<file path="config.mk">
export PLATFORM = sky130hd
export DESIGN_NAME = k_combination_generator_flat
export DESIGN_NICKNAME = d
export VERILOG_FILES = /design/src/rtl/kcg_pkg.sv /design/src/rtl/kcg_req_if.sv /design/src/rtl/kcg_res_if.sv /design/src/rtl/kcg_cfg_if.sv /design/src/rtl/k_combination_generator.sv /design/src/rtl/kcg_slot_file.sv /design/src/rtl/kcg_step_unit.sv /design/src/flat_wrapper.sv
export SDC_FILE = /design/constraint.sdc
export NUM_CORES = 1
export LEC_CHECK = 0
export ABC_AREA = 0
export BUFFER_PORTS_ARGS = -buffer_cell sky130_fd_sc_hd__buf_2
export CAP_MARGIN = 30
export CORE_MARGIN = 4
export CORE_UTILIZATION = 42
export DETAILED_ROUTE_END_ITERATION = 8
export PLACE_DENSITY = 0.59
export SETUP_SLACK_MARGIN = 0.3
export SYNTH_ARGS = -nofsm -noshare
export SYNTH_HDL_FRONTEND = slang
export SYNTH_SLANG_ARGS = --single-unit
</file>
<file path="constraint.sdc">
create_clock -name clk -period 6.3 [get_ports clk]
set_input_delay 0.315 -clock clk [delete_from_list [all_inputs] [get_ports clk]]
set_output_delay 0.315 -clock clk [all_outputs]
set_load 0.01 [all_outputs]
</file>
<file path="src/rtl/kcg_pkg.sv">
// Package for the k-combination generator.
// Holds the fixed sizes, status and register codes, and the structs passed
// between the sequencer, the slot file and the step unit. No dependencies.
package kcg_pkg;

  localparam int K_MAX  = 16;
  localparam int N_MAX  = 64;
  localparam int SLOT_W = 7;
  localparam int IDX_W  = 4;
  localparam int CNT_W  = 5;
  localparam int N_W    = 7;
  localparam int K_W    = 5;

  localparam logic [1:0] ST_ELEM  = 2'd0;
  localparam logic [1:0] ST_DONE  = 2'd1;
  localparam logic [1:0] ST_EMPTY = 2'd2;
  localparam logic [1:0] ST_BAD   = 2'd3;

  localparam logic REG_SET_SIZE     = 1'b0;
  localparam logic REG_CHOOSE_COUNT = 1'b1;

  typedef struct packed {
    logic              we;
    logic [IDX_W-1:0]  addr;
    logic [SLOT_W-1:0] data;
  } slot_wr_t;

  typedef struct packed {
    logic [SLOT_W-1:0] incr;
    logic              below;
  } step_res_t;

endpackage

</file>
<file path="src/rtl/kcg_req_if.sv">
// Request channel of the k-combination generator.
// Carries the restart flag with valid and ready. No dependencies.
interface kcg_req_if;
  logic valid;
  logic ready;
  logic restart;

  modport source (output valid, output restart, input ready);
  modport sink (input valid, input restart, output ready);
endinterface

</file>
<file path="src/rtl/kcg_res_if.sv">
// Result channel of the k-combination generator.
// Carries element, position, last and status with valid and ready.
interface kcg_res_if;
  logic       valid;
  logic       ready;
  logic [5:0] element;
  logic [3:0] position;
  logic       last;
  logic [1:0] status;

  modport source (output valid, output element, output position, output last,
                  output status, input ready);
  modport sink (input valid, input element, input position, input last,
                input status, output ready);
endinterface

</file>
<file path="src/rtl/kcg_cfg_if.sv">
// Configuration write channel of the k-combination generator.
// Carries a register index and write data with valid and ready.
interface kcg_cfg_if;
  logic       valid;
  logic       ready;
  logic       index;
  logic [6:0] data;

  modport source (output valid, output index, output data, input ready);
  modport sink (input valid, input index, input data, output ready);
endinterface

</file>
<file path="src/rtl/k_combination_generator.sv">
// Lexicographic k-combination generator, top level.
// Sequencer around the slot file and the shared step unit.
//
// Usage: set_size (register 0) and choose_count (register 1) are written
// over the cfg channel while the block is idle. Each transfer on the req
// channel produces one combination: k transfers on the res channel, one per
// element with its position, and last set on the final one. A request with
// restart set first reloads the start pattern into all 16 slots. Finished,
// empty and invalid settings each give a single result with last set.
// After a request the sequencer scans the slots from the right, refills
// from the advanced slot to the end and then outputs the elements in
// order. All of it runs through the one step unit and the one read port
// of the slot file. req.ready is high only while the sequencer is idle; a
// waiting last result does not hold it off. A stalled receiver freezes the
// output register and holds the sequencer in its emit or response state.
// Synchronous reset clears the slots, the started flag, both registers and
// the output.
module k_combination_generator (
  input logic       clk,
  input logic       rst,
  kcg_req_if.sink   req,
  kcg_res_if.source res,
  kcg_cfg_if.sink   cfg
);
  import kcg_pkg::*;

  typedef enum logic [5:0] {
    S_IDLE = 6'b000001,
    S_INIT = 6'b000010,
    S_SCAN = 6'b000100,
    S_FILL = 6'b001000,
    S_EMIT = 6'b010000,
    S_RESP = 6'b100000
  } state_t;

  state_t            state;
  logic [CNT_W-1:0]  cnt;
  logic [SLOT_W-1:0] prev;
  logic              started;
  logic [1:0]        resp_status;
  logic [N_W-1:0]    set_size;
  logic [K_W-1:0]    choose_count;

  logic              out_valid;
  logic [5:0]        out_element;
  logic [3:0]        out_position;
  logic              out_last;
  logic [1:0]        out_status;

  slot_wr_t          wr;
  logic [SLOT_W-1:0] rd_data;
  logic [SLOT_W-1:0] operand;
  step_res_t         step;
  logic [N_W-1:0]    diff;
  logic              bad;
  logic              out_free;
  logic              load_out;
  logic              k_zero;
  logic [SLOT_W-1:0] init_val;
  logic [CNT_W-1:0]  cnt_inc;

  assign cfg.ready = 1'b1;
  assign req.ready = (state == S_IDLE);

  assign res.valid    = out_valid;
  assign res.element  = out_element;
  assign res.position = out_position;
  assign res.last     = out_last;
  assign res.status   = out_status;

  assign out_free = !out_valid || res.ready;
  assign load_out = out_free && ((state == S_EMIT) || (state == S_RESP));
  assign k_zero   = (choose_count == '0);
  assign diff     = set_size - {{(N_W-K_W){1'b0}}, choose_count};
  assign bad      = ({{(N_W-K_W){1'b0}}, choose_count} > set_size)
                    || (choose_count > K_W'(K_MAX))
                    || (set_size > N_W'(N_MAX));
  assign cnt_inc  = cnt + CNT_W'(1);
  assign operand  = (state == S_FILL) ? prev : rd_data;

  always_comb begin
    if (!k_zero && cnt_inc < choose_count) begin
      init_val = SLOT_W'(cnt);
    end else if (!k_zero && cnt_inc == choose_count) begin
      init_val = {{(SLOT_W-K_W){1'b0}}, choose_count} - SLOT_W'(2);
    end else begin
      init_val = '0;
    end
  end

  always_comb begin
    wr.we   = 1'b0;
    wr.addr = cnt[IDX_W-1:0];
    wr.data = step.incr;
    case (state)
      S_INIT: begin
        wr.we   = 1'b1;
        wr.data = init_val;
      end
      S_SCAN: wr.we = !k_zero && step.below;
      S_FILL: wr.we = (cnt != choose_count);
      default: wr.we = 1'b0;
    endcase
  end

  kcg_slot_file u_slots (
    .clk     (clk),
    .rst     (rst),
    .wr      (wr),
    .rd_addr (cnt[IDX_W-1:0]),
    .rd_data (rd_data)
  );

  kcg_step_unit u_step (
    .operand (operand),
    .offset  (cnt[IDX_W-1:0]),
    .diff    (diff),
    .res     (step)
  );

  always_ff @(posedge clk) begin
    if (rst) begin
      set_size     <= '0;
      choose_count <= '0;
    end else if (cfg.valid) begin
      case (cfg.index)
        REG_SET_SIZE:     set_size     <= cfg.data;
        REG_CHOOSE_COUNT: choose_count <= cfg.data[K_W-1:0];
        default: ;
      endcase
    end
  end

  always_ff @(posedge clk) begin
    if (rst) begin
      out_valid <= 1'b0;
    end else if (load_out) begin
      out_valid <= 1'b1;
    end else if (res.ready) begin
      out_valid <= 1'b0;
    end
  end

  always_ff @(posedge clk) begin
    if (rst) begin
      state        <= S_IDLE;
      cnt          <= '0;
      prev         <= '0;
      started      <= 1'b0;
      resp_status  <= ST_DONE;
      out_element  <= '0;
      out_position <= '0;
      out_last     <= 1'b0;
      out_status   <= ST_ELEM;
    end else begin
      case (state)
        S_IDLE: begin
          if (req.valid) begin
            if (bad) begin
              resp_status <= ST_BAD;
              state       <= S_RESP;
            end else if (req.restart) begin
              started <= 1'b0;
              cnt     <= '0;
              state   <= S_INIT;
            end else begin
              cnt   <= choose_count - K_W'(1);
              state <= S_SCAN;
            end
          end
        end
        S_INIT: begin
          if (cnt == CNT_W'(K_MAX - 1)) begin
            cnt   <= choose_count - K_W'(1);
            state <= S_SCAN;
          end else begin
            cnt <= cnt_inc;
          end
        end
        S_SCAN: begin
          if (!k_zero && step.below) begin
            prev    <= step.incr;
            cnt     <= cnt_inc;
            started <= 1'b1;
            state   <= S_FILL;
          end else if (k_zero || cnt == '0) begin
            if (started) begin
              resp_status <= ST_DONE;
              state       <= S_RESP;
            end else if (k_zero) begin
              started     <= 1'b1;
              resp_status <= ST_EMPTY;
              state       <= S_RESP;
            end else begin
              started <= 1'b1;
              cnt     <= '0;
              state   <= S_EMIT;
            end
          end else begin
            cnt <= cnt - CNT_W'(1);
          end
        end
        S_FILL: begin
          if (cnt == choose_count) begin
            cnt   <= '0;
            state <= S_EMIT;
          end else begin
            prev <= step.incr;
            cnt  <= cnt_inc;
          end
        end
        S_EMIT: begin
          if (out_free) begin
            out_element  <= rd_data[5:0];
            out_position <= cnt[IDX_W-1:0];
            out_last     <= (cnt_inc == choose_count);
            out_status   <= ST_ELEM;
            if (cnt_inc == choose_count) begin
              state <= S_IDLE;
            end else begin
              cnt <= cnt_inc;
            end
          end
        end
        S_RESP: begin
          if (out_free) begin
            out_element  <= '0;
            out_position <= '0;
            out_last     <= 1'b1;
            out_status   <= resp_status;
            state        <= S_IDLE;
          end
        end
        default: state <= S_IDLE;
      endcase
    end
  end

endmodule

</file>
<file path="src/rtl/kcg_slot_file.sv">
// Slot store holding the current combination, one register per slot.
// One write port and one read port; depends on kcg_pkg.
module kcg_slot_file (
  input  logic                            clk,
  input  logic                            rst,
  input  kcg_pkg::slot_wr_t               wr,
  input  logic [kcg_pkg::IDX_W-1:0]       rd_addr,
  output logic [kcg_pkg::SLOT_W-1:0]      rd_data
);
  import kcg_pkg::*;

  logic [SLOT_W-1:0] slots [K_MAX];

  always_ff @(posedge clk) begin
    if (rst) begin
      for (int i = 0; i < K_MAX; i++) begin
        slots[i] <= '0;
      end
    end else if (wr.we) begin
      slots[wr.addr] <= wr.data;
    end
  end

  assign rd_data = slots[rd_addr];

endmodule

</file>
<file path="src/rtl/kcg_step_unit.sv">
// Shared step unit: increments a slot value and compares it to its limit.
// Used by both the scan and the refill phases; depends on kcg_pkg.
module kcg_step_unit (
  input  logic [kcg_pkg::SLOT_W-1:0] operand,
  input  logic [kcg_pkg::IDX_W-1:0]  offset,
  input  logic [kcg_pkg::N_W-1:0]    diff,
  output kcg_pkg::step_res_t         res
);
  import kcg_pkg::*;

  logic [N_W:0] bound;

  assign bound     = {{(N_W+1-IDX_W){1'b0}}, offset} + {1'b0, diff};
  assign res.incr  = operand + SLOT_W'(1);
  assign res.below = $signed({operand[SLOT_W-1], operand[SLOT_W-1], operand})
                     < $signed({1'b0, bound});

endmodule

</file>
<file path="src/flat_wrapper.sv">
// flat-port wrapper written by rule: the top's interface ports become plain ports
module k_combination_generator_flat import kcg_pkg::*;
  (clk, rst, req_valid, req_restart, req_ready, res_valid, res_element, res_position, res_last, res_status, res_ready, cfg_valid, cfg_index, cfg_data, cfg_ready);
  kcg_req_if req_i ();
  kcg_res_if res_i ();
  kcg_cfg_if cfg_i ();
  input logic clk;
  input logic rst;
  input wire logic [$bits(req_i.valid)-1:0] req_valid;
  input wire logic [$bits(req_i.restart)-1:0] req_restart;
  output wire logic [$bits(req_i.ready)-1:0] req_ready;
  output wire logic [$bits(res_i.valid)-1:0] res_valid;
  output wire logic [$bits(res_i.element)-1:0] res_element;
  output wire logic [$bits(res_i.position)-1:0] res_position;
  output wire logic [$bits(res_i.last)-1:0] res_last;
  output wire logic [$bits(res_i.status)-1:0] res_status;
  input wire logic [$bits(res_i.ready)-1:0] res_ready;
  input wire logic [$bits(cfg_i.valid)-1:0] cfg_valid;
  input wire logic [$bits(cfg_i.index)-1:0] cfg_index;
  input wire logic [$bits(cfg_i.data)-1:0] cfg_data;
  output wire logic [$bits(cfg_i.ready)-1:0] cfg_ready;
  assign req_i.valid = req_valid;
  assign req_i.restart = req_restart;
  assign req_ready = req_i.ready;
  assign res_valid = res_i.valid;
  assign res_element = res_i.element;
  assign res_position = res_i.position;
  assign res_last = res_i.last;
  assign res_status = res_i.status;
  assign res_i.ready = res_ready;
  assign cfg_i.valid = cfg_valid;
  assign cfg_i.index = cfg_index;
  assign cfg_i.data = cfg_data;
  assign cfg_ready = cfg_i.ready;
  k_combination_generator u_core (.clk(clk), .rst(rst), .req(req_i), .res(res_i), .cfg(cfg_i));
endmodule
</file>
==> metrics.txt <==
status=finished clean; Clock Sinks=163; Post-Synthesis Cells=787; main area contributors after synthesis=edfxtp_1 38%, dfxtp_1 11%, mux4_1 6.8%; synth cell count leaders=156 x nor2_1, 112 x edfxtp_1, 51 x dfxtp_1, 41 x nand2_1, 30 x inv_1; Netlist cell types=84; PD cells=385 mW/mm2; setup tns final=0 ps; Yosys reg bits=163; maxcap violations=0; clock slew at reported path FFs=70 ps; initial antenna violation count=0; fraction of registers with async set or reset after synthesis=0; Final Cell Area=0.00982 mm2; gpl congestion=0.900; layout cells sized above 1=0.154; I/O pin count=30; die height=154 um; CTS tree=built; Startpoint Class=flop; Critical Path Source=u_core.choose_count[0]; Max Transition Viols Final=0; first-pass GRT wire length=35.9 mm; Initial Util=0.426; syn_nets=832; vias after detailed routing=6367; WL final=23.1 mm; FMAX=184 MHz; proportion of netlist area held by the largest area contributor=0.377; peak supply drop=0.237 mV; Syn. warnings=0; min-delay src=cfg_data[5]; Vias per Instance=5.77; number of global-route vias before repair=6103; die area=0.0236 mm2; leakage=3.76 nW; worst skew pair latency=430 ps; ANT nets after route=0; placed instance area=0.00924 mm2; DR iter-0 viols=674; crit path kind=reg2reg; Total Nets Final=862; total grt overflow=0; # diodes=0; Critical Path Fanout Max=20; overall routing resource usage=0.198; critical path arrival=5550 ps; CTS Buf Count=17; IO buf count=28; hold crit path type=in2reg; main flop type after synthesis=edfxtp_1; routed len/inst=21.0 um; final setup fails=0; setup bufs post-CTS=0; die width=154 um; dominant cell by count in the synthesized netlist=nor2_1; Clock Path Buffers=2; relative slew slack=0.317; H-tree Lvls=4; final core utilization=0.469; Post-synth EDFFs=112; DP Wirelength=16.5 mm; Worst Tran Pin Value=1020 ps; skew final=17.4 ps; Hold Vio Cnt, Final=0; power after layout=3.78 mW; final period utilization=0.864; Crit path required time=6400 ps; sequential fraction of the synthesis area=0.492; CP Capture Type=flop; post-synth top area cell=edfxtp_1; TritonRoute pass-1 iters=5; Syn-to-layout area delta=10.1%; residual DRC count=0; RSZ-0062 raised after global routing=no; FF-to-FF Start=u_core.choose_count[0]; root buffer cell=clkbuf_16; core area=0.0210 mm2; largest net degree at the start of global routing=44; # rows=53; Fillers=1914; post-synthesis cell area=0.00892 mm2; crit path time final=5440 ps; syn_area_per_cell=11.3 um2
==> cells in the final DEF, fill, tap and decap left out, types with 4 or more instances in the layout <==
cell / netlist / final
buf_2: 4 / 28
nor2_1: 156 / 156
a21oi_1: 28 / 28
buf_4: 1 / 23
and2b_2: 4 / 4
nor3_1: 19 / 19
dfxtp_1: 51 / 51
nor4_1: 8 / 8
a31oi_1: 4 / 4
o21ai_0: 14 / 14
and3_1: 4 / 4
a22oi_1: 14 / 14
ha_1: 29 / 29
edfxtp_1: 112 / 112
and2_1: 4 / 4
mux2i_1: 28 / 28
o211ai_1: 6 / 6
xor2_1: 9 / 9
nand2b_1: 19 / 16
nand2_1: 41 / 41
inv_6: 0 / 5
nand3_1: 23 / 23
inv_1: 30 / 30
a31o_2: 6 / 6
mux4_2: 6 / 6
mux4_1: 23 / 23
clkbuf_16: 0 / 17
xnor2_1: 15 / 15
nor2b_1: 9 / 9
==> what timing repair did <==
action	in CTS	in global routing
hold buffers	0	0
gates resized for setup	0	4
endpoints found under the setup margin	0	75
==> power breakdown <==
part	internal (mW)	switching [mW]
Sequential	1.21	0.0814
Clock	0.555	0.460
Combinational	0.511	0.964
==> registers in the layout, summed over array words and instances (netlist names), named ones only <==
name and count:
u_core.resp_status 2, u_core.res.position 4, u_core.state 6, u_core.u_slots.slots 112, u_core.set_size 7, u_core.choose_count 5
u_core.cnt 5, u_core.res.element 6, u_core.prev 7, u_core.started 1, u_core.res.last 1, u_core.res.valid 1
u_core.res.status 2
==> layout make-up <==
type / instances / area (um2) / share of cell area
Clock inverter: 14 / 145 / 0.0148
Multi-Input combinational cell: 552 / 4070 / 0.414
Inverter: 30 / 113 / 0.0115
Sequential cell: 163 / 4380 / 0.446
Timing Repair Buffer: 53 / 339 / 0.0345
Clock buffer: 17 / 425 / 0.0433
Tap cell: 275 / 344 / 0.0350
==> critical path: stages (launching register included) <==
cell and delay (ps):
dfxtp_1 400, ha_1 200, inv_1 60, fa_1 500, inv_1 60, fa_1 420, nor2b_1 110, o21ai_0 100
a221oi_1 300, xor2_1 160, o21ai_0 110, xor2_1 170, ha_1 300, and2_0 180, or3b_2 440, a311oi_1 240
o211ai_1 160, and4_1 320, o211ai_4 180, buf_6 250, nand4_4 170, nand2b_1 300
==> logic make-up (layout without fill, tap and decap cells) <==
| family | count (synthesis) | count (layout) | share of synthesized area |
|---|---|---|---|
| xor+xnor | 24 | 24 | 0.0236 |
| other cells | 1 | 1 | 0.000421 |
| fa+ha+maj | 31 | 31 | 0.0452 |
| simple gates | 318 | 318 | 0.173 |
| flops | 163 | 163 | 0.492 |
| buf+inv | 72 | 114 | 0.0532 |
| mux | 59 | 59 | 0.117 |
| compound gates | 119 | 119 | 0.0965 |
==> metrics by stage <==
stage          setup slack, ps  cells  hold slack, ps
5_1_grt                    305   1104             149
2_1_floorplan             1240    787             425
3_3_place_gp               838   1072             443
3_5_place_dp               703   1073             453
6_report                   855   1104             131
4_1_cts                    691   1104             119
==> metal layers <==
metal	track usage	wire length (um)
met4	0.0563	441
met2	0.299	10400
met1	0.289	10700
met5	0	0
met3	0.0405	1600
==> final timing paths <==
check                                end  slack [ps]  cells after the start
max          u_core.u_slots.slots[12][0]         860                     21
min                   u_core.set_size[5]         130                      3
max reg2reg  u_core.u_slots.slots[12][0]         860                     21
min reg2reg               u_core.prev[0]         460                      2
Power figures use the tool's default switching activity.
